[src/sv/alq_pkg.sv]
// Shared types and constants for the adaptive level quantizer.
// No dependencies; imported by alq_ctrl, alq_datapath and the top level.
package alq_pkg;

    // Field widths
    localparam int SAMPLE_W  = 10;
    localparam int TIME_W    = 32;
    localparam int TRACK_W   = 16;
    localparam int LEVEL_W   = 2;
    localparam int LCOUNT_W  = 3;
    localparam int REFR_W    = 16;
    localparam int HCOUNT_W  = 8;
    localparam int QUOT_W    = 3;
    localparam int DIV_W     = 18;
    localparam int SHIFT_W   = 2;

    // Configuration port
    localparam int CFG_INDEX_W = 2;
    localparam int CFG_DATA_W  = 16;

    // Stream packing
    localparam int IN_DATA_W  = 48;
    localparam int OUT_DATA_W = 40;

    // Register indexes
    localparam logic [CFG_INDEX_W-1:0] REG_LEVEL_COUNT = 2'd0;
    localparam logic [CFG_INDEX_W-1:0] REG_REFRACTORY  = 2'd1;
    localparam logic [CFG_INDEX_W-1:0] REG_REST_LEVEL  = 2'd2;

    // Reset values and tuning constants
    localparam logic [LCOUNT_W-1:0]       LEVEL_COUNT_RESET = 3'd3;
    localparam logic signed [TRACK_W-1:0] MIN_RESET         = 16'sd10000;
    localparam logic signed [TRACK_W-1:0] MAX_RESET         = -16'sd10000;
    localparam logic signed [TRACK_W-1:0] MIN_SPREAD        = 16'sd100;
    localparam logic signed [TRACK_W-1:0] SPREAD_PUSH       = 16'sd50;
    localparam logic [HCOUNT_W-1:0]       HOLD_REPEATS      = 8'd6;
    localparam logic [HCOUNT_W-1:0]       HOLD_COUNT_MAX    = 8'hFF;
    localparam logic [TIME_W-1:0]         HOLD_TIME_MS      = 32'd10000;
    localparam logic [SHIFT_W-1:0]        DIV_FIRST_SHIFT   = 2'd2;

    // Controller to datapath commands
    typedef struct packed {
        logic               load;
        logic               range_upd;
        logic               spread;
        logic               prep;
        logic               mult;
        logic               div_step;
        logic [SHIFT_W-1:0] div_shift;
        logic               commit;
    } alq_cmd_t;

    // Datapath to controller status
    typedef struct packed {
        logic out_free;
    } alq_status_t;

endpackage

[src/sv/alq_ctrl.sv]
// Sequencing controller for the adaptive level quantizer.
// Depends on alq_pkg; drives the command struct of alq_datapath.
module alq_ctrl (
    input  logic                clk,
    input  logic                rst_n,
    input  logic                in_valid,
    output logic                in_ready,
    input  alq_pkg::alq_status_t status,
    output alq_pkg::alq_cmd_t   cmd
);
    import alq_pkg::*;

    typedef enum logic [2:0] {
        ST_IDLE,
        ST_RANGE,
        ST_SPREAD,
        ST_PREP,
        ST_MULT,
        ST_DIV,
        ST_DONE
    } state_t;

    state_t             state_reg, state_next;
    logic [SHIFT_W-1:0] shift_reg, shift_next;

    assign in_ready = (state_reg == ST_IDLE);

    // Next state and command decode
    always_comb
    begin
        state_next     = state_reg;
        shift_next     = shift_reg;
        cmd            = '0;
        cmd.div_shift  = shift_reg;
        unique case (state_reg)
            ST_IDLE:
            begin
                if (in_valid)
                begin
                    cmd.load   = 1'b1;
                    state_next = ST_RANGE;
                end
            end
            ST_RANGE:
            begin
                cmd.range_upd = 1'b1;
                state_next    = ST_SPREAD;
            end
            ST_SPREAD:
            begin
                cmd.spread = 1'b1;
                state_next = ST_PREP;
            end
            ST_PREP:
            begin
                cmd.prep   = 1'b1;
                state_next = ST_MULT;
            end
            ST_MULT:
            begin
                cmd.mult   = 1'b1;
                shift_next = DIV_FIRST_SHIFT;
                state_next = ST_DIV;
            end
            ST_DIV:
            begin
                cmd.div_step = 1'b1;
                if (shift_reg == '0)
                begin
                    state_next = ST_DONE;
                end
                else
                begin
                    shift_next = shift_reg - 1'b1;
                end
            end
            ST_DONE:
            begin
                if (status.out_free)
                begin
                    cmd.commit = 1'b1;
                    state_next = ST_IDLE;
                end
            end
            default:
            begin
                state_next = ST_IDLE;
            end
        endcase
    end

    // State and step counter
    always_ff @(posedge clk or negedge rst_n)
    begin
        if (!rst_n)
        begin
            state_reg <= ST_IDLE;
            shift_reg <= '0;
        end
        else
        begin
            state_reg <= state_next;
            shift_reg <= shift_next;
        end
    end

endmodule

[src/sv/alq_datapath.sv]
// Datapath of the adaptive level quantizer: range tracking, level mapping
// by a 3-step restoring divide, hold logic, config and result registers.
// Depends on alq_pkg; sequenced by alq_ctrl through alq_cmd_t.
module alq_datapath (
    input  logic                                clk,
    input  logic                                rst_n,
    input  alq_pkg::alq_cmd_t                   cmd,
    output alq_pkg::alq_status_t                status,
    input  logic [alq_pkg::SAMPLE_W-1:0]        in_sample,
    input  logic [alq_pkg::TIME_W-1:0]          in_now_ms,
    input  logic                                cfg_we,
    input  logic [alq_pkg::CFG_INDEX_W-1:0]     cfg_index,
    input  logic [alq_pkg::CFG_DATA_W-1:0]      cfg_data,
    output logic                                out_valid,
    input  logic                                out_ready,
    output logic [alq_pkg::LEVEL_W-1:0]         out_level,
    output logic                                out_in_refractory,
    output logic                                out_recalibrated,
    output logic signed [alq_pkg::TRACK_W-1:0]  out_range_low,
    output logic signed [alq_pkg::TRACK_W-1:0]  out_range_high
);
    import alq_pkg::*;

    // Configuration
    logic [LCOUNT_W-1:0] lc_reg, lc_next;
    logic [REFR_W-1:0]   refr_ms_reg, refr_ms_next;
    logic [LEVEL_W-1:0]  rest_reg, rest_next;

    // Tracked state
    logic signed [TRACK_W-1:0] tmin_reg, tmin_next;
    logic signed [TRACK_W-1:0] tmax_reg, tmax_next;
    logic [HCOUNT_W-1:0]       hc_reg, hc_next;
    logic [LEVEL_W-1:0]        held_reg, held_next;
    logic [TIME_W-1:0]         hold_start_reg, hold_start_next;
    logic [TIME_W-1:0]         last_change_reg, last_change_next;

    // Per-item working registers
    logic [SAMPLE_W-1:0]       sample_reg, sample_next;
    logic [TIME_W-1:0]         now_reg, now_next;
    logic                      refr_reg, refr_next;
    logic                      elapsed_reg, elapsed_next;
    logic signed [TRACK_W-1:0] span_reg, span_next;
    logic signed [TRACK_W-1:0] off_reg, off_next;
    logic                      span_ok_reg, span_ok_next;
    logic [DIV_W-1:0]          rem_reg, rem_next;
    logic [QUOT_W-1:0]         q_reg, q_next;

    // Result register
    logic                      out_valid_reg, out_valid_next;
    logic [LEVEL_W-1:0]        out_level_reg, out_level_next;
    logic                      out_refr_reg, out_refr_next;
    logic                      out_recal_reg, out_recal_next;
    logic signed [TRACK_W-1:0] out_low_reg, out_low_next;
    logic signed [TRACK_W-1:0] out_high_reg, out_high_next;

    // Helpers
    logic signed [TRACK_W-1:0] sample_s;
    logic signed [TRACK_W-1:0] spread;
    logic signed [TRACK_W-1:0] spread_abs;
    logic [LCOUNT_W-1:0]       lc_eff;
    logic [DIV_W-1:0]          trial;
    logic [QUOT_W-1:0]         x_raw;
    logic [QUOT_W-1:0]         x_clamp;
    logic [LEVEL_W-1:0]        lvl;
    logic [HCOUNT_W-1:0]       hc_sat;

    assign sample_s   = $signed({{(TRACK_W-SAMPLE_W){1'b0}}, sample_reg});
    assign spread     = tmax_reg - tmin_reg;
    assign spread_abs = spread[TRACK_W-1] ? -spread : spread;
    assign trial      = DIV_W'(span_reg[TRACK_W-2:0]) << cmd.div_shift;
    assign hc_sat     = (hc_reg == HOLD_COUNT_MAX) ? hc_reg : hc_reg + 1'b1;

    // Level count clamped to 1..4
    always_comb
    begin
        case (lc_reg)
            3'd0:                   lc_eff = 3'd1;
            3'd1, 3'd2, 3'd3, 3'd4: lc_eff = lc_reg;
            default:                lc_eff = 3'd4;
        endcase
    end

    // Quotient clamped to the top level
    assign x_raw   = span_ok_reg ? q_reg : '0;
    assign x_clamp = (x_raw > lc_eff - 1'b1) ? lc_eff - 1'b1 : x_raw;
    assign lvl     = refr_reg ? held_reg : x_clamp[LEVEL_W-1:0];

    assign status.out_free = !out_valid_reg || out_ready;

    always_comb
    begin
        lc_next          = lc_reg;
        refr_ms_next     = refr_ms_reg;
        rest_next        = rest_reg;
        tmin_next        = tmin_reg;
        tmax_next        = tmax_reg;
        hc_next          = hc_reg;
        held_next        = held_reg;
        hold_start_next  = hold_start_reg;
        last_change_next = last_change_reg;
        sample_next      = sample_reg;
        now_next         = now_reg;
        refr_next        = refr_reg;
        elapsed_next     = elapsed_reg;
        span_next        = span_reg;
        off_next         = off_reg;
        span_ok_next     = span_ok_reg;
        rem_next         = rem_reg;
        q_next           = q_reg;
        out_valid_next   = out_ready ? 1'b0 : out_valid_reg;
        out_level_next   = out_level_reg;
        out_refr_next    = out_refr_reg;
        out_recal_next   = out_recal_reg;
        out_low_next     = out_low_reg;
        out_high_next    = out_high_reg;

        // Register writes, issued only while idle: a rule for the user, not enforced here
        if (cfg_we)
        begin
            unique case (cfg_index)
                REG_LEVEL_COUNT: lc_next = cfg_data[LCOUNT_W-1:0];
                REG_REFRACTORY:  refr_ms_next = cfg_data[REFR_W-1:0];
                REG_REST_LEVEL:
                begin
                    rest_next = cfg_data[LEVEL_W-1:0];
                    held_next = cfg_data[LEVEL_W-1:0];
                end
                default:
                begin
                end
            endcase
        end

        // Capture the item
        if (cmd.load)
        begin
            sample_next = in_sample;
            now_next    = in_now_ms;
        end

        // Widen the range to the sample
        if (cmd.range_upd)
        begin
            if (sample_s < tmin_reg)
            begin
                tmin_next = sample_s;
            end
            if (sample_s > tmax_reg)
            begin
                tmax_next = sample_s;
            end
        end

        // Push a narrow range outward
        if (cmd.spread && (spread_abs < MIN_SPREAD))
        begin
            if (rest_reg == '0)
            begin
                tmin_next = tmin_reg - SPREAD_PUSH;
            end
            else
            begin
                tmax_next = tmax_reg + SPREAD_PUSH;
            end
        end

        // Window checks and mapping operands
        if (cmd.prep)
        begin
            refr_next    = (now_reg - last_change_reg) < {{(TIME_W-REFR_W){1'b0}}, refr_ms_reg};
            elapsed_next = (now_reg - hold_start_reg) > HOLD_TIME_MS;
            span_next    = tmax_reg - tmin_reg;
            off_next     = sample_s - tmin_reg;
        end

        // Numerator (sample - min) * levels
        if (cmd.mult)
        begin
            span_ok_next = !span_reg[TRACK_W-1] && (span_reg != '0) &&
                           !off_reg[TRACK_W-1] && (off_reg != '0);
            rem_next     = span_ok_next ?
                           DIV_W'(off_reg[TRACK_W-2:0]) * DIV_W'(lc_eff) : '0;
            q_next       = '0;
        end

        // One restoring divide step
        if (cmd.div_step && (rem_reg >= trial))
        begin
            rem_next                = rem_reg - trial;
            q_next[cmd.div_shift]   = 1'b1;
        end

        // Hold bookkeeping and result
        if (cmd.commit)
        begin
            out_valid_next = 1'b1;
            out_level_next = lvl;
            out_refr_next  = refr_reg;
            out_recal_next = 1'b0;
            if (!refr_reg && (lvl != rest_reg))
            begin
                if (lvl == held_reg)
                begin
                    hc_next = hc_sat;
                    if ((hc_sat > HOLD_REPEATS) && elapsed_reg)
                    begin
                        tmin_next        = MIN_RESET;
                        tmax_next        = MAX_RESET;
                        hc_next          = '0;
                        held_next        = rest_reg;
                        hold_start_next  = now_reg;
                        last_change_next = now_reg;
                        out_recal_next   = 1'b1;
                    end
                end
                else
                begin
                    held_next        = lvl;
                    hc_next          = '0;
                    hold_start_next  = now_reg;
                    last_change_next = now_reg;
                end
            end
            out_low_next  = tmin_next;
            out_high_next = tmax_next;
        end
    end

    // Control and tracked state
    always_ff @(posedge clk or negedge rst_n)
    begin
        if (!rst_n)
        begin
            lc_reg          <= LEVEL_COUNT_RESET;
            refr_ms_reg     <= '0;
            rest_reg        <= '0;
            tmin_reg        <= MIN_RESET;
            tmax_reg        <= MAX_RESET;
            hc_reg          <= '0;
            held_reg        <= '0;
            hold_start_reg  <= '0;
            last_change_reg <= '0;
            out_valid_reg   <= 1'b0;
        end
        else
        begin
            lc_reg          <= lc_next;
            refr_ms_reg     <= refr_ms_next;
            rest_reg        <= rest_next;
            tmin_reg        <= tmin_next;
            tmax_reg        <= tmax_next;
            hc_reg          <= hc_next;
            held_reg        <= held_next;
            hold_start_reg  <= hold_start_next;
            last_change_reg <= last_change_next;
            out_valid_reg   <= out_valid_next;
        end
    end

    // Payload registers
    always_ff @(posedge clk)
    begin
        sample_reg    <= sample_next;
        now_reg       <= now_next;
        refr_reg      <= refr_next;
        elapsed_reg   <= elapsed_next;
        span_reg      <= span_next;
        off_reg       <= off_next;
        span_ok_reg   <= span_ok_next;
        rem_reg       <= rem_next;
        q_reg         <= q_next;
        out_level_reg <= out_level_next;
        out_refr_reg  <= out_refr_next;
        out_recal_reg <= out_recal_next;
        out_low_reg   <= out_low_next;
        out_high_reg  <= out_high_next;
    end

    assign out_valid         = out_valid_reg;
    assign out_level         = out_level_reg;
    assign out_in_refractory = out_refr_reg;
    assign out_recalibrated  = out_recal_reg;
    assign out_range_low     = out_low_reg;
    assign out_range_high    = out_high_reg;

`ifndef SYNTHESIS
    // A mapped level never exceeds the top level
    assert property (@(posedge clk) disable iff (!rst_n)
        out_valid_reg && !out_refr_reg |->
            ({1'b0, out_level_reg} <= lc_eff - 1'b1))
        else $error("mapped level above top level");

    // Recalibration only on mapped items and returns the range to reset
    assert property (@(posedge clk) disable iff (!rst_n)
        out_valid_reg && out_recal_reg |->
            !out_refr_reg && (out_low_reg == MIN_RESET) && (out_high_reg == MAX_RESET))
        else $error("recalibration result inconsistent");

    // A refractory result carries the held level
    assert property (@(posedge clk) disable iff (!rst_n)
        out_valid_reg && out_refr_reg |-> (out_level_reg == held_reg))
        else $error("refractory level differs from held level");
`endif

endmodule

[src/sv/adaptive_level_quantizer.sv]
// Top level of the adaptive level quantizer: stream ports, config port,
// controller and datapath. Depends on alq_pkg, alq_ctrl, alq_datapath.
//
// Each input item (sample, millisecond timestamp) widens a tracked min/max
// range, then yields one result item: the held level inside the refractory
// window, else the sample mapped onto 1..4 levels over the range. An item
// passes through the sequencer from acceptance to its result register:
// range update, spread push, window check, multiply, three
// restoring divide steps and the commit; the commit waits while the
// previous result is still unclaimed. The next item is accepted only once
// the sequencer is back in idle after the commit, so no new item is taken
// while one is in flight. Register writes are taken at any cycle and
// must only be issued while no item is in flight.
module adaptive_level_quantizer (
    input  logic                                clk,
    input  logic                                rst_n,
    input  logic                                s_tvalid,
    output logic                                s_tready,
    input  logic [alq_pkg::IN_DATA_W-1:0]       s_tdata,   // sample[9:0], now_ms[41:10]
    output logic                                m_tvalid,
    input  logic                                m_tready,
    output logic [alq_pkg::OUT_DATA_W-1:0]      m_tdata,   // level[1:0], in_refractory[2],
                                                           // recalibrated[3],
                                                           // range_low[19:4],
                                                           // range_high[35:20]
    input  logic                                cfg_valid,
    output logic                                cfg_ready,
    input  logic [alq_pkg::CFG_INDEX_W-1:0]     cfg_index,
    input  logic [alq_pkg::CFG_DATA_W-1:0]      cfg_data
);
    import alq_pkg::*;

    alq_cmd_t    cmd;
    alq_status_t status;

    logic [LEVEL_W-1:0]        level;
    logic                      in_refractory;
    logic                      recalibrated;
    logic signed [TRACK_W-1:0] range_low;
    logic signed [TRACK_W-1:0] range_high;

    assign cfg_ready = 1'b1;

    alq_ctrl u_ctrl (
        .clk      (clk),
        .rst_n    (rst_n),
        .in_valid (s_tvalid),
        .in_ready (s_tready),
        .status   (status),
        .cmd      (cmd)
    );

    alq_datapath u_datapath (
        .clk               (clk),
        .rst_n             (rst_n),
        .cmd               (cmd),
        .status            (status),
        .in_sample         (s_tdata[SAMPLE_W-1:0]),
        .in_now_ms         (s_tdata[SAMPLE_W+TIME_W-1:SAMPLE_W]),
        .cfg_we            (cfg_valid && cfg_ready),
        .cfg_index         (cfg_index),
        .cfg_data          (cfg_data),
        .out_valid         (m_tvalid),
        .out_ready         (m_tready),
        .out_level         (level),
        .out_in_refractory (in_refractory),
        .out_recalibrated  (recalibrated),
        .out_range_low     (range_low),
        .out_range_high    (range_high)
    );

    // Pack result fields, lowest first
    assign m_tdata = {4'b0, range_high, range_low, recalibrated, in_refractory, level};

`ifndef SYNTHESIS
    // A committed item shows up as a valid result on the next cycle
    assert property (@(posedge clk) disable iff (!rst_n)
        $past(cmd.commit) |-> m_tvalid)
        else $error("committed item not presented");
`endif

endmodule
[config.mk]
export PLATFORM = sky130hd
export DESIGN_NAME = adaptive_level_quantizer
export DESIGN_NICKNAME = d
export VERILOG_FILES = /design/src/sv/alq_pkg.sv /design/src/sv/alq_ctrl.sv /design/src/sv/alq_datapath.sv /design/src/sv/adaptive_level_quantizer.sv
export SDC_FILE = /design/constraint.sdc
export NUM_CORES = 1
export LEC_CHECK = 0
export BUFFER_PORTS_ARGS = -buffer_cell sky130_fd_sc_hd__buf_2
export CAP_MARGIN = 20
export CORE_MARGIN = 1.5
export CORE_UTILIZATION = 25
export DETAILED_ROUTE_END_ITERATION = 7
export HOLD_SLACK_MARGIN = 0.03
export PLACE_DENSITY = 0.43
export SLEW_MARGIN = 20
export SYNTH_ARGS = -nofsm -noshare
export SYNTH_HDL_FRONTEND = slang
export SYNTH_HIERARCHICAL = 1
export SYNTH_SLANG_ARGS = --single-unit
[constraint.sdc]
create_clock -name clk -period 10.1 [get_ports clk]
set_input_delay 1.01 -clock clk [delete_from_list [all_inputs] [get_ports clk]]
set_output_delay 1.01 -clock clk [all_outputs]
set_load 0.005 [all_outputs]
==> results_tabular.tex, run 1 <==
\begin{tabular}{lr}
\hline
Metric & Value \\
\hline
\multicolumn{2}{l}{\textbf{Die}} \\
Core Rows & 93 \\
Core region area & 64230 sq um \\
DIE HEIGHT & 257.3 um \\
Top Ports & 114 \\
Initial standard-cell utilization of the core & 25.17\% \\
Area of the die & 66200 sq um \\
Overall die width & 257.3 um \\
\multicolumn{2}{l}{\textbf{Timing}} \\
Maximum clock skew at final layout & 0.01555 ns \\
RSZ-0062 raised after global routing & false \\
Final setup viols & 0 \\
TNS Setup & 0 ns \\
Post-route setup slack & 4.651 ns \\
Minimum clock period & 5.449 ns \\
Fmax achieved & 183.5 MHz \\
Slew HR & 36.26\% \\
Measured slew at the worst slew-check pin & 0.9526 ns \\
Final Max Slew Viols & 0 \\
Number of endpoints with negative hold slack in the final report & 0 \\
Part of the cycle the worst path needs & 53.95\% \\
\multicolumn{2}{l}{\textbf{Critical path}} \\
Crit Path Max Fanout & 15 \\
Category of the critical setup timing path & reg -> reg \\
Startpoint type of the worst setup path & flip-flop \\
CP endpoint kind & flip-flop \\
Worst endpoint data arrival time & 5.88 ns \\
Worst EP required & 10.53 ns \\
\multicolumn{2}{l}{\textbf{Place}} \\
Final RePlAce weighted congestion & 0.8234 \\
Number of buffers added on ports & 102 \\
Post-place setup slack & 4.634 ns \\
HPWL after detailed placement & 34410 um \\
\multicolumn{2}{l}{\textbf{Layout}} \\
ANT cells & 0 \\
Post-layout nets & 2022 \\
Final core area utilization & 28.94\% \\
Layout-stage area growth over the synthesis result & 14.98\% \\
Share of final-layout standard cells stronger than drive strength 1 & 13.37\% \\
Most common library cell in the layout ignoring fill and taps & sky130\_fd\_sc\_hd\_\_nand2\_1 \\
Commonest non-fill, non-tap cells in the layout & sky130\_fd\_sc\_hd\_\_nand2\_1 (167), sky130\_fd\_sc\_hd\_\_inv\_1 (160), sky130\_fd\_sc\_hd\_\_edfxtp\_1 (131) \\
Count of filler cells inserted in the layout & 6874 \\
\multicolumn{2}{l}{\textbf{Route}} \\
Vias per inst & 4.766 \\
Via count & 12810 \\
Antenna Nets Post-Route & 0 \\
Number of iterations in the first detailed-routing pass & 5 \\
\# DRC & 0 \\
Routed wire length & 44910 um \\
First DRT Iteration DRCs & 666 \\
Average routed wire per standard cell & 16.71 um \\
\multicolumn{2}{l}{\textbf{Hold path}} \\
Class of the worst hold path & in -> async \\
\multicolumn{2}{l}{\textbf{GRT}} \\
Total gr overflow & 0 \\
Number of antenna violations at the first check in global routing & 1 \\
Global-route wire length before repair & 71300 um \\
Via count of the first global-routing pass & 12740 \\
Largest net degree at the start of global routing & 64 \\
Total routing usage reported by global routing & 13.39\% \\
\multicolumn{2}{l}{\textbf{Yosys}} \\
Synthesized area per cell & 9.442 sq um \\
Unique masters post-synth & 92 \\
Cell area after technology mapping & 16170 sq um \\
Most used flip-flop cell after synthesis & sky130\_fd\_sc\_hd\_\_edfxtp\_1 \\
Count of yosys warnings during synthesis & 6 \\
EDFF count, synth & 131 \\
Seq/Total Area, Yosys & 40.46\% \\
Register bit total from synthesis & 235 \\
Async set or reset register ratio after synthesis & 42.98\% \\
Cells after synthesis & 1712 \\
\multicolumn{2}{l}{\textbf{Outcome}} \\
Result of the run & completed \\
\multicolumn{2}{l}{\textbf{CTS}} \\
Number of sinks driven by the clock tree & 235 \\
CTS max path bufs & 3 \\
Hold\_buf cts & 0 \\
Total of cells resized after clock tree synthesis & 0 \\
Post-CTS Repair Setup Buffers & 0 \\
CTS Root Buffer Type & sky130\_fd\_sc\_hd\_\_clkbuf\_16 \\
Clock-pin transition on the worst setup and hold timing paths & 0.07 ns \\
Worst skew pair latency & 0.58 ns \\
CTS tree & done \\
Num CTS Buffers & 29 \\
CTS H-Tree Depth & 1 \\
\multicolumn{2}{l}{\textbf{Job}} \\
Max Cap Violations & 0 \\
\multicolumn{2}{l}{\textbf{Pwr}} \\
P\_sw & 2.605 mW \\
Post-layout total power & 5.836 mW \\
Peak supply drop & 0.1354 mV \\
Portion of total power attributed to sequential cells & 27.9\% \\
Part of the power in combinational logic & 54.4\% \\
Internal Pwr Total & 3.230 mW \\
Leakage dissipation & 7.957 nW \\
Power per cell area & 314.0 nW/um\^{}2 \\
Net Sw Frac & 44.64\% \\
Part of the total power dissipated in the clock network & 17.7\% \\
\hline
\end{tabular}
cell type report:
| type | instances | area [sq um] | share of cell area (%) |
|---|---|---|---|
| repair buffers | 116 | 618.1 | 3.325 |
| flip-flops and latches | 235 | 6540 | 35.19 |
| inverters | 162 | 610.6 | 3.285 |
| clock inverters | 24 | 210.2 | 1.131 |
| well taps | 855 | 1070 | 5.756 |
| multi-input cells | 1265 | 8808 | 47.39 |
| clock buffers | 30 | 729.5 | 3.925 |
power groups by stage:
stage	sequential [mW]	clock, mW	combinational [mW]
finish	1.63	1.03	3.17
global route	1.67	1.11	3.60
CTS	1.63	1.07	3.20
detailed placement	1.65	0	3.17
global placement	1.65	0	3.14
floorplan	1.53	0	2.45
Yosys cell counts (all sizes together) (16+ instances only):
| cell | instances | area, sq um |
|---|---|---|
| ha | 124 | 1551 |
| mux2 | 29 | 326.6 |
| a21oi | 91 | 459.2 |
| inv | 161 | 606.8 |
| xnor2 | 35 | 306.5 |
| xor2 | 33 | 289.0 |
| nand2b | 16 | 100.1 |
| and2 | 21 | 131.4 |
| nor2b | 17 | 106.4 |
| dfrtp | 86 | 2152 |
| o21ai | 129 | 645.6 |
| nand2 | 168 | 633.1 |
| nor2 | 125 | 469.2 |
| a21o | 38 | 285.3 |
| nand3 | 51 | 260.3 |
| a21boi | 18 | 138.9 |
| fa | 18 | 360.4 |
| edfxtp | 131 | 3934 |
| nor3 | 43 | 220.2 |
| a211oi | 27 | 220.2 |
| o21a | 25 | 187.7 |
| clkbuf | 35 | 132.6 |
| a31oi | 18 | 112.6 |
| and3 | 26 | 172.7 |
| buf | 18 | 116.4 |
| mux2i | 28 | 280.3 |
metrics by stage:
stage          hold WS, ns  std cells  area, sq um
2_1_floorplan       0.4404       1715        16180
3_3_place_gp        0.4682       2633        17640
3_5_place_dp        0.4654       2633        17640
4_1_cts             0.4331       2687        18580
5_1_grt             0.4583       2687        18590
6_report            0.4282       2687        18590
final timing paths:
check	startpoint	end	slack (ns)	cells past startpoint
setup reg to reg	u_datapath/tmin_reg[1]$_DFF_PN0_	u_datapath/out_range_high[10]$_DFFE_PP_	4.65	13
min in group clk	u_datapath/q_reg[2]$_DFF_P_	u_datapath/q_reg[2]$_DFF_P_	0.48	2
hold reg to reg	u_datapath/q_reg[2]$_DFF_P_	u_datapath/q_reg[2]$_DFF_P_	0.48	2
hold / removal	rst_n	u_datapath/last_change_reg[27]$_DFFE_PN0P_	0.43	1
max in group asynchronous	rst_n	u_datapath/refr_ms_reg[12]$_DFFE_PN0P_	8.39	2
setup / recovery	u_datapath/tmin_reg[1]$_DFF_PN0_	u_datapath/out_range_high[10]$_DFFE_PP_	4.65	13
metal layers:
| layer | share of wire (%) | global-route usage (%) | vias up |
|---|---|---|---|
| li1 | - | - | 6393 |
| met1 | 46 | 17.63 | 6168 |
| met2 | 48 | 22.78 | 194 |
| met3 | 3.2 | 1.665 | 50 |
| met4 | 2.4 | 4.052 | 0 |
| met5 | 0 | 0 | - |
critical path: stages, from the launching register on:
cell and delay [ns]:
sky130_fd_sc_hd__dfrtp_1 0.46, sky130_fd_sc_hd__inv_1 0.21, sky130_fd_sc_hd__fa_1 0.51, sky130_fd_sc_hd__a21o_1 0.25
sky130_fd_sc_hd__a31o_1 0.28, sky130_fd_sc_hd__a2111o_1 0.45, sky130_fd_sc_hd__nand4_1 0.17, sky130_fd_sc_hd__a211oi_1 0.09
sky130_fd_sc_hd__nor3b_1 0.51, sky130_fd_sc_hd__nand4_1 0.40, sky130_fd_sc_hd__a2111oi_4 0.86, sky130_fd_sc_hd__nand2_2 0.37
sky130_fd_sc_hd__or4_1 0.57, sky130_fd_sc_hd__a21oi_1 0.18
cells by family after synthesis:
| logic type | synth area share [%] |
|---|---|
| AOI/OAI and AO/OA | 18.72 |
| xor gates and xnor gates | 3.684 |
| adders and majority gates | 11.83 |
| buffers and inverters | 5.317 |
| DFF | 40.46 |
| muxes | 3.754 |
| other | 0.04646 |
| and+or+nand+nor | 16.20 |
Power figures use the tool's default switching activity.
==> run 2, diff against run 1 <==
--- a/config.mk
+++ b/config.mk
@@ -5,6 +5,7 @@
 export SDC_FILE = /design/constraint.sdc
 export NUM_CORES = 1
 export LEC_CHECK = 0
+export ABC_AREA = 1
 export BUFFER_PORTS_ARGS = -buffer_cell sky130_fd_sc_hd__buf_2
 export CAP_MARGIN = 20
 export CORE_MARGIN = 1.5
==> constraint.sdc (replaced) <==
create_clock -name clk -period 5.5 [get_ports clk]
set_input_delay 0.55 -clock clk [delete_from_list [all_inputs] [get_ports clk]]
set_output_delay 0.55 -clock clk [all_outputs]
set_load 0.005 [all_outputs]
==> run 2 against run 1 <==
  * Fmax grew 21%
  * Clock skew grew 0.0012 ns
  * Sequential cell count is the same
  * Register-to-register slack lost 3.7 ns
  * Clock-buffer cell count grew 15
  * Critical path depth grew 8
  * Via count grew 17%
  * Worst setup slack lost 3.7 ns
  * Synthesized cell count grew 30%
  * First-iteration DRC count grew 47%
  * Global-route usage grew 0.94 points
  * Critical endpoint is now u_datapath/tmax_reg[14]$_DFF_PN1_
  * Highest routed layer unchanged
==> results_tabular.tex, run 2 <==
\begin{tabular}{lr}
\hline
Metric & Value \\
\hline
\multicolumn{2}{l}{\textbf{Outcome}} \\
Result of the run & completed \\
\multicolumn{2}{l}{\textbf{Route}} \\
Antenna Nets Post-Route & 0 (unchanged) \\
First DRT Iteration DRCs & 976 (+47\%) \\
Number of iterations in the first detailed-routing pass & 5 (unchanged) \\
Average routed wire per standard cell & 15.62 um (-6.5\%) \\
Routed wire length & 51280 um (+14\%) \\
\# DRC & 0 (unchanged) \\
Via count & 14960 (+17\%) \\
Vias per inst & 4.559 (-4.3\%) \\
\multicolumn{2}{l}{\textbf{Layout}} \\
Layout-stage area growth over the synthesis result & 14.46\% \\
Share of final-layout standard cells stronger than drive strength 1 & 11.61\% (-1.8 points) \\
Post-layout nets & 2540 (+26\%) \\
Commonest non-fill, non-tap cells in the layout & sky130\_fd\_sc\_hd\_\_nand2\_1 (505), sky130\_fd\_sc\_hd\_\_inv\_1 (309), sky130\_fd\_sc\_hd\_\_a21oi\_1 (206) \\
Most common library cell in the layout ignoring fill and taps & sky130\_fd\_sc\_hd\_\_nand2\_1 \\
ANT cells & 0 (unchanged) \\
Post-route insts no fill & 3282 (+22\%) \\
\multicolumn{2}{l}{\textbf{Yosys}} \\
Mux share of post-synthesis cell area & 0.1802\% (-3.6 points) \\
Seq/Total Area, Yosys & 37.67\% (-2.8 points) \\
Simple-gate portion of the synthesized area & 25.12\% (+8.9 points) \\
Synthesized-area fraction occupied by xor and xnor cells & 4.389\% (+0.70 points) \\
Register bit total from synthesis & 235 (unchanged) \\
Synth Area in Compound Gates & 12.55\% (-6.2 points) \\
Cell area after technology mapping & 17360 sq um (+7.4\%) \\
Top cells by count, synth & sky130\_fd\_sc\_hd\_\_nand2\_1 (506), sky130\_fd\_sc\_hd\_\_inv\_1 (309), sky130\_fd\_sc\_hd\_\_a21oi\_1 (206), sky130\_fd\_sc\_hd\_\_nor2\_1 (174), sky130\_fd\_sc\_hd\_\_nand3\_1 (137) \\
Synth area leader & sky130\_fd\_sc\_hd\_\_edfxtp\_1 \\
Area fraction of the dominant cell type after synthesis & 22.66\% (-1.7 points) \\
Cells after synthesis & 2234 (+30\%) \\
Post-synthesis adder-cell area fraction & 11.01\% (-0.81 points) \\
Async set or reset register ratio after synthesis & 42.98\% (unchanged) \\
Unique masters post-synth & 60 (-35\%) \\
Count of yosys warnings during synthesis & 6 (unchanged) \\
Synthesized area per cell & 7.772 sq um (-18\%) \\
Most used flip-flop cell after synthesis & sky130\_fd\_sc\_hd\_\_edfxtp\_1 \\
EDFF count, synth & 131 (unchanged) \\
Largest family of logic cells by synthesized area & simple AND/OR/NAND/NOR gates \\
Cell with the most instances after synthesis & sky130\_fd\_sc\_hd\_\_nand2\_1 \\
Largest cells by area after synthesis & sky130\_fd\_sc\_hd\_\_edfxtp\_1 (23\%), sky130\_fd\_sc\_hd\_\_dfrtp\_1 (12\%), sky130\_fd\_sc\_hd\_\_nand2\_1 (11\%) \\
\multicolumn{2}{l}{\textbf{CTS}} \\
CTS Root Buffer Type & sky130\_fd\_sc\_hd\_\_clkbuf\_16 \\
Num CTS Buffers & 30 (+3.4\%) \\
CTS H-Tree Depth & 1 (unchanged) \\
CTS max path bufs & 3 (unchanged) \\
Number of sinks driven by the clock tree & 235 (unchanged) \\
Worst skew pair latency & 0.59 ns (about the same) \\
Post-CTS Repair Setup Buffers & 0 (unchanged) \\
Clock-pin transition on the worst setup and hold timing paths & 0.06 ns (about the same) \\
Hold\_buf cts & 0 (unchanged) \\
CTS tree & done \\
Total of cells resized after clock tree synthesis & 0 (unchanged) \\
\multicolumn{2}{l}{\textbf{Critical path}} \\
Category of the critical setup timing path & reg -> reg \\
Worst EP required & 6.02 ns (-4.51 ns) \\
Startpoint type of the worst setup path & flip-flop \\
Crit Path Max Fanout & 19 (+4) \\
Worst r2r src & u\_datapath/lc\_reg[2]\$\_DFFE\_PN0P\_ \\
CP endpoint kind & flip-flop \\
Minimum setup slack among reg-to-reg paths & 0.98 ns (-3.67 ns) \\
Register-to-Register Path Depth & 21 (+8) \\
FF-to-FF End & u\_datapath/tmax\_reg[14]\$\_DFF\_PN1\_ \\
Worst endpoint data arrival time & 5.04 ns (-0.84 ns) \\
\multicolumn{2}{l}{\textbf{Timing}} \\
Final Max Slew Viols & 0 (unchanged) \\
Slew HR & 30.95\% (-5.3 points) \\
Post-route setup slack & 0.9840 ns (-3.667 ns) \\
Minimum clock period & 4.516 ns (-0.9332 ns) \\
Fmax achieved & 221.4 MHz (+21\%) \\
Part of the cycle the worst path needs & 82.11\% (+28 points) \\
Number of endpoints with negative hold slack in the final report & 0 (unchanged) \\
TNS Setup & 0 ns (unchanged) \\
Maximum clock skew at final layout & 0.01675 ns (+0.001204 ns) \\
Measured slew at the worst slew-check pin & 1.033 ns (+0.08062 ns) \\
Final setup viols & 0 (unchanged) \\
RSZ-0062 raised after global routing & false \\
\multicolumn{2}{l}{\textbf{Place}} \\
Post-place setup slack & 0.9766 ns (-3.657 ns) \\
Final RePlAce weighted congestion & 0.8608 (+4.5\%) \\
Placed insts & 3226 (+23\%) \\
Number of buffers added on ports & 102 (unchanged) \\
HPWL after detailed placement & 39280 um (+14\%) \\
\multicolumn{2}{l}{\textbf{Job}} \\
Max Cap Violations & 0 (unchanged) \\
\multicolumn{2}{l}{\textbf{Die}} \\
Overall die width & 266.5 um (+3.6\%) \\
DIE HEIGHT & 266.5 um (+3.6\%) \\
Top Ports & 114 (unchanged) \\
Initial standard-cell utilization of the core & 25.27\% (+0.10 points) \\
Core Rows & 96 (+3.2\%) \\
Core region area & 68710 sq um (+7.0\%) \\
Area of the die & 71040 sq um (+7.3\%) \\
\multicolumn{2}{l}{\textbf{GRT}} \\
Global-route wire length before repair & 81050 um (+14\%) \\
Number of antenna violations at the first check in global routing & 0 (-1) \\
Via count of the first global-routing pass & 14770 (+16\%) \\
Total gr overflow & 0 (unchanged) \\
Total routing usage reported by global routing & 14.33\% (+0.94 points) \\
Largest net degree at the start of global routing & 67 (+4.7\%) \\
\multicolumn{2}{l}{\textbf{Pwr}} \\
Peak supply drop & 0.5259 mV (+290\%) \\
Leakage dissipation & 9.443 nW (+19\%) \\
Power per cell area & 676.3 nW/um\^{}2 (+120\%) \\
\multicolumn{2}{l}{\textbf{Hold path}} \\
Class of the worst hold path & in -> async \\
\hline
\end{tabular}
-- run 2: area by class of cell --
type	count	area [sq um]
tap	931	1165
timing repair buffer	122	663.1
clock inverter	11	91.34
fill	7536	48830
inverter	325	1220
clock buffer	45	899.6
sequential	235	6540
multi-input combinational	1613	9294
-- run 2: critical path, cell delays in order (launching register included) --
cell	delay, ns
sky130_fd_sc_hd__dfrtp_1	0.61
sky130_fd_sc_hd__nor2_1	0.19
sky130_fd_sc_hd__buf_4	0.21
sky130_fd_sc_hd__inv_1	0.11
sky130_fd_sc_hd__ha_1	0.22
sky130_fd_sc_hd__xnor2_1	0.12
sky130_fd_sc_hd__ha_1	0.34
sky130_fd_sc_hd__nand2_1	0.07
sky130_fd_sc_hd__o21ai_1	0.12
sky130_fd_sc_hd__nand2_1	0.10
sky130_fd_sc_hd__o21ai_0	0.21
sky130_fd_sc_hd__nand2_1	0.10
sky130_fd_sc_hd__o21ai_1	0.13
sky130_fd_sc_hd__inv_1	0.11
sky130_fd_sc_hd__o21ai_0	0.16
sky130_fd_sc_hd__nand2_1	0.13
sky130_fd_sc_hd__nor3_2	0.27
sky130_fd_sc_hd__inv_2	0.22
sky130_fd_sc_hd__nor2_2	0.44
sky130_fd_sc_hd__buf_4	0.27
sky130_fd_sc_hd__inv_2	0.16
sky130_fd_sc_hd__nand3_1	0.13
-- run 2: how the worst max path moves through the flow --
stage / slack, ns / from / end / cells after the start
2_1_floorplan: 0.74 / m_tready / u_datapath/last_change_reg[31]$_DFFE_PN0P_ / 9
3_3_place_gp: 1.01 / u_datapath/lc_reg[2]$_DFFE_PN0P_ / u_datapath/tmin_reg[13]$_DFF_PN1_ / 21
3_5_place_dp: 0.98 / u_datapath/lc_reg[2]$_DFFE_PN0P_ / u_datapath/tmax_reg[14]$_DFF_PN1_ / 21
4_1_cts: 0.96 / u_datapath/lc_reg[2]$_DFFE_PN0P_ / u_datapath/tmax_reg[14]$_DFF_PN1_ / 21
5_1_grt: 0.53 / u_datapath/lc_reg[2]$_DFFE_PN0P_ / u_datapath/tmax_reg[12]$_DFF_PN1_ / 21
6_report: 0.98 / u_datapath/lc_reg[2]$_DFFE_PN0P_ / u_datapath/tmax_reg[14]$_DFF_PN1_ / 21
-- run 2: metal layers --
metal | track usage, % | vias up | wire (um) | share of wire, %
li1 | - | 7600 | - | -
met1 | 19.61 | 6992 | 24570 | 48
met2 | 23.95 | 320 | 23450 | 46
met3 | 1.716 | 50 | 2248 | 4.4
met4 | 3.440 | 0 | 1007 | 2.0
met5 | 0 | - | 0 | 0
-- run 2: stage by stage --
| step | instance area [sq um] | utilization (%) | hold WS [ns] | power [mW] |
|---|---|---|---|---|
| 2_1_floorplan | 17370 | - | 0.2544 | 9.267 |
| 3_3_place_gp | 18880 | 27.48 | 0.4514 | 11.41 |
| 3_5_place_dp | 18880 | 27.48 | 0.4656 | 11.46 |
| 4_1_cts | 19870 | 28.92 | 0.1044 | 13.55 |
| 5_1_grt | 19870 | 28.92 | 0.1105 | 14.77 |
| 6_report | 19870 | 28.92 | 0.1152 | 13.44 |
-- run 2: cell families (layout without fill, tap and decap cells) --
logic type | after synthesis | count (layout)
flip-flops | 235 | 235
AO/OA/AOI/OAI | 404 | 404
other | 2 | 5
buffers and inverters | 389 | 503
multiplexers | 3 | 3
adder cells (fa/ha/maj) | 142 | 142
XOR/XNOR | 87 | 87
AND/OR/NAND/NOR | 972 | 972
-- run 2: report_power, final --
| group | internal, mW | switching, mW |
|---|---|---|
| clock | 1.17 | 0.812 |
| combinational | 2.72 | 5.70 |
| sequential | 2.63 | 0.406 |
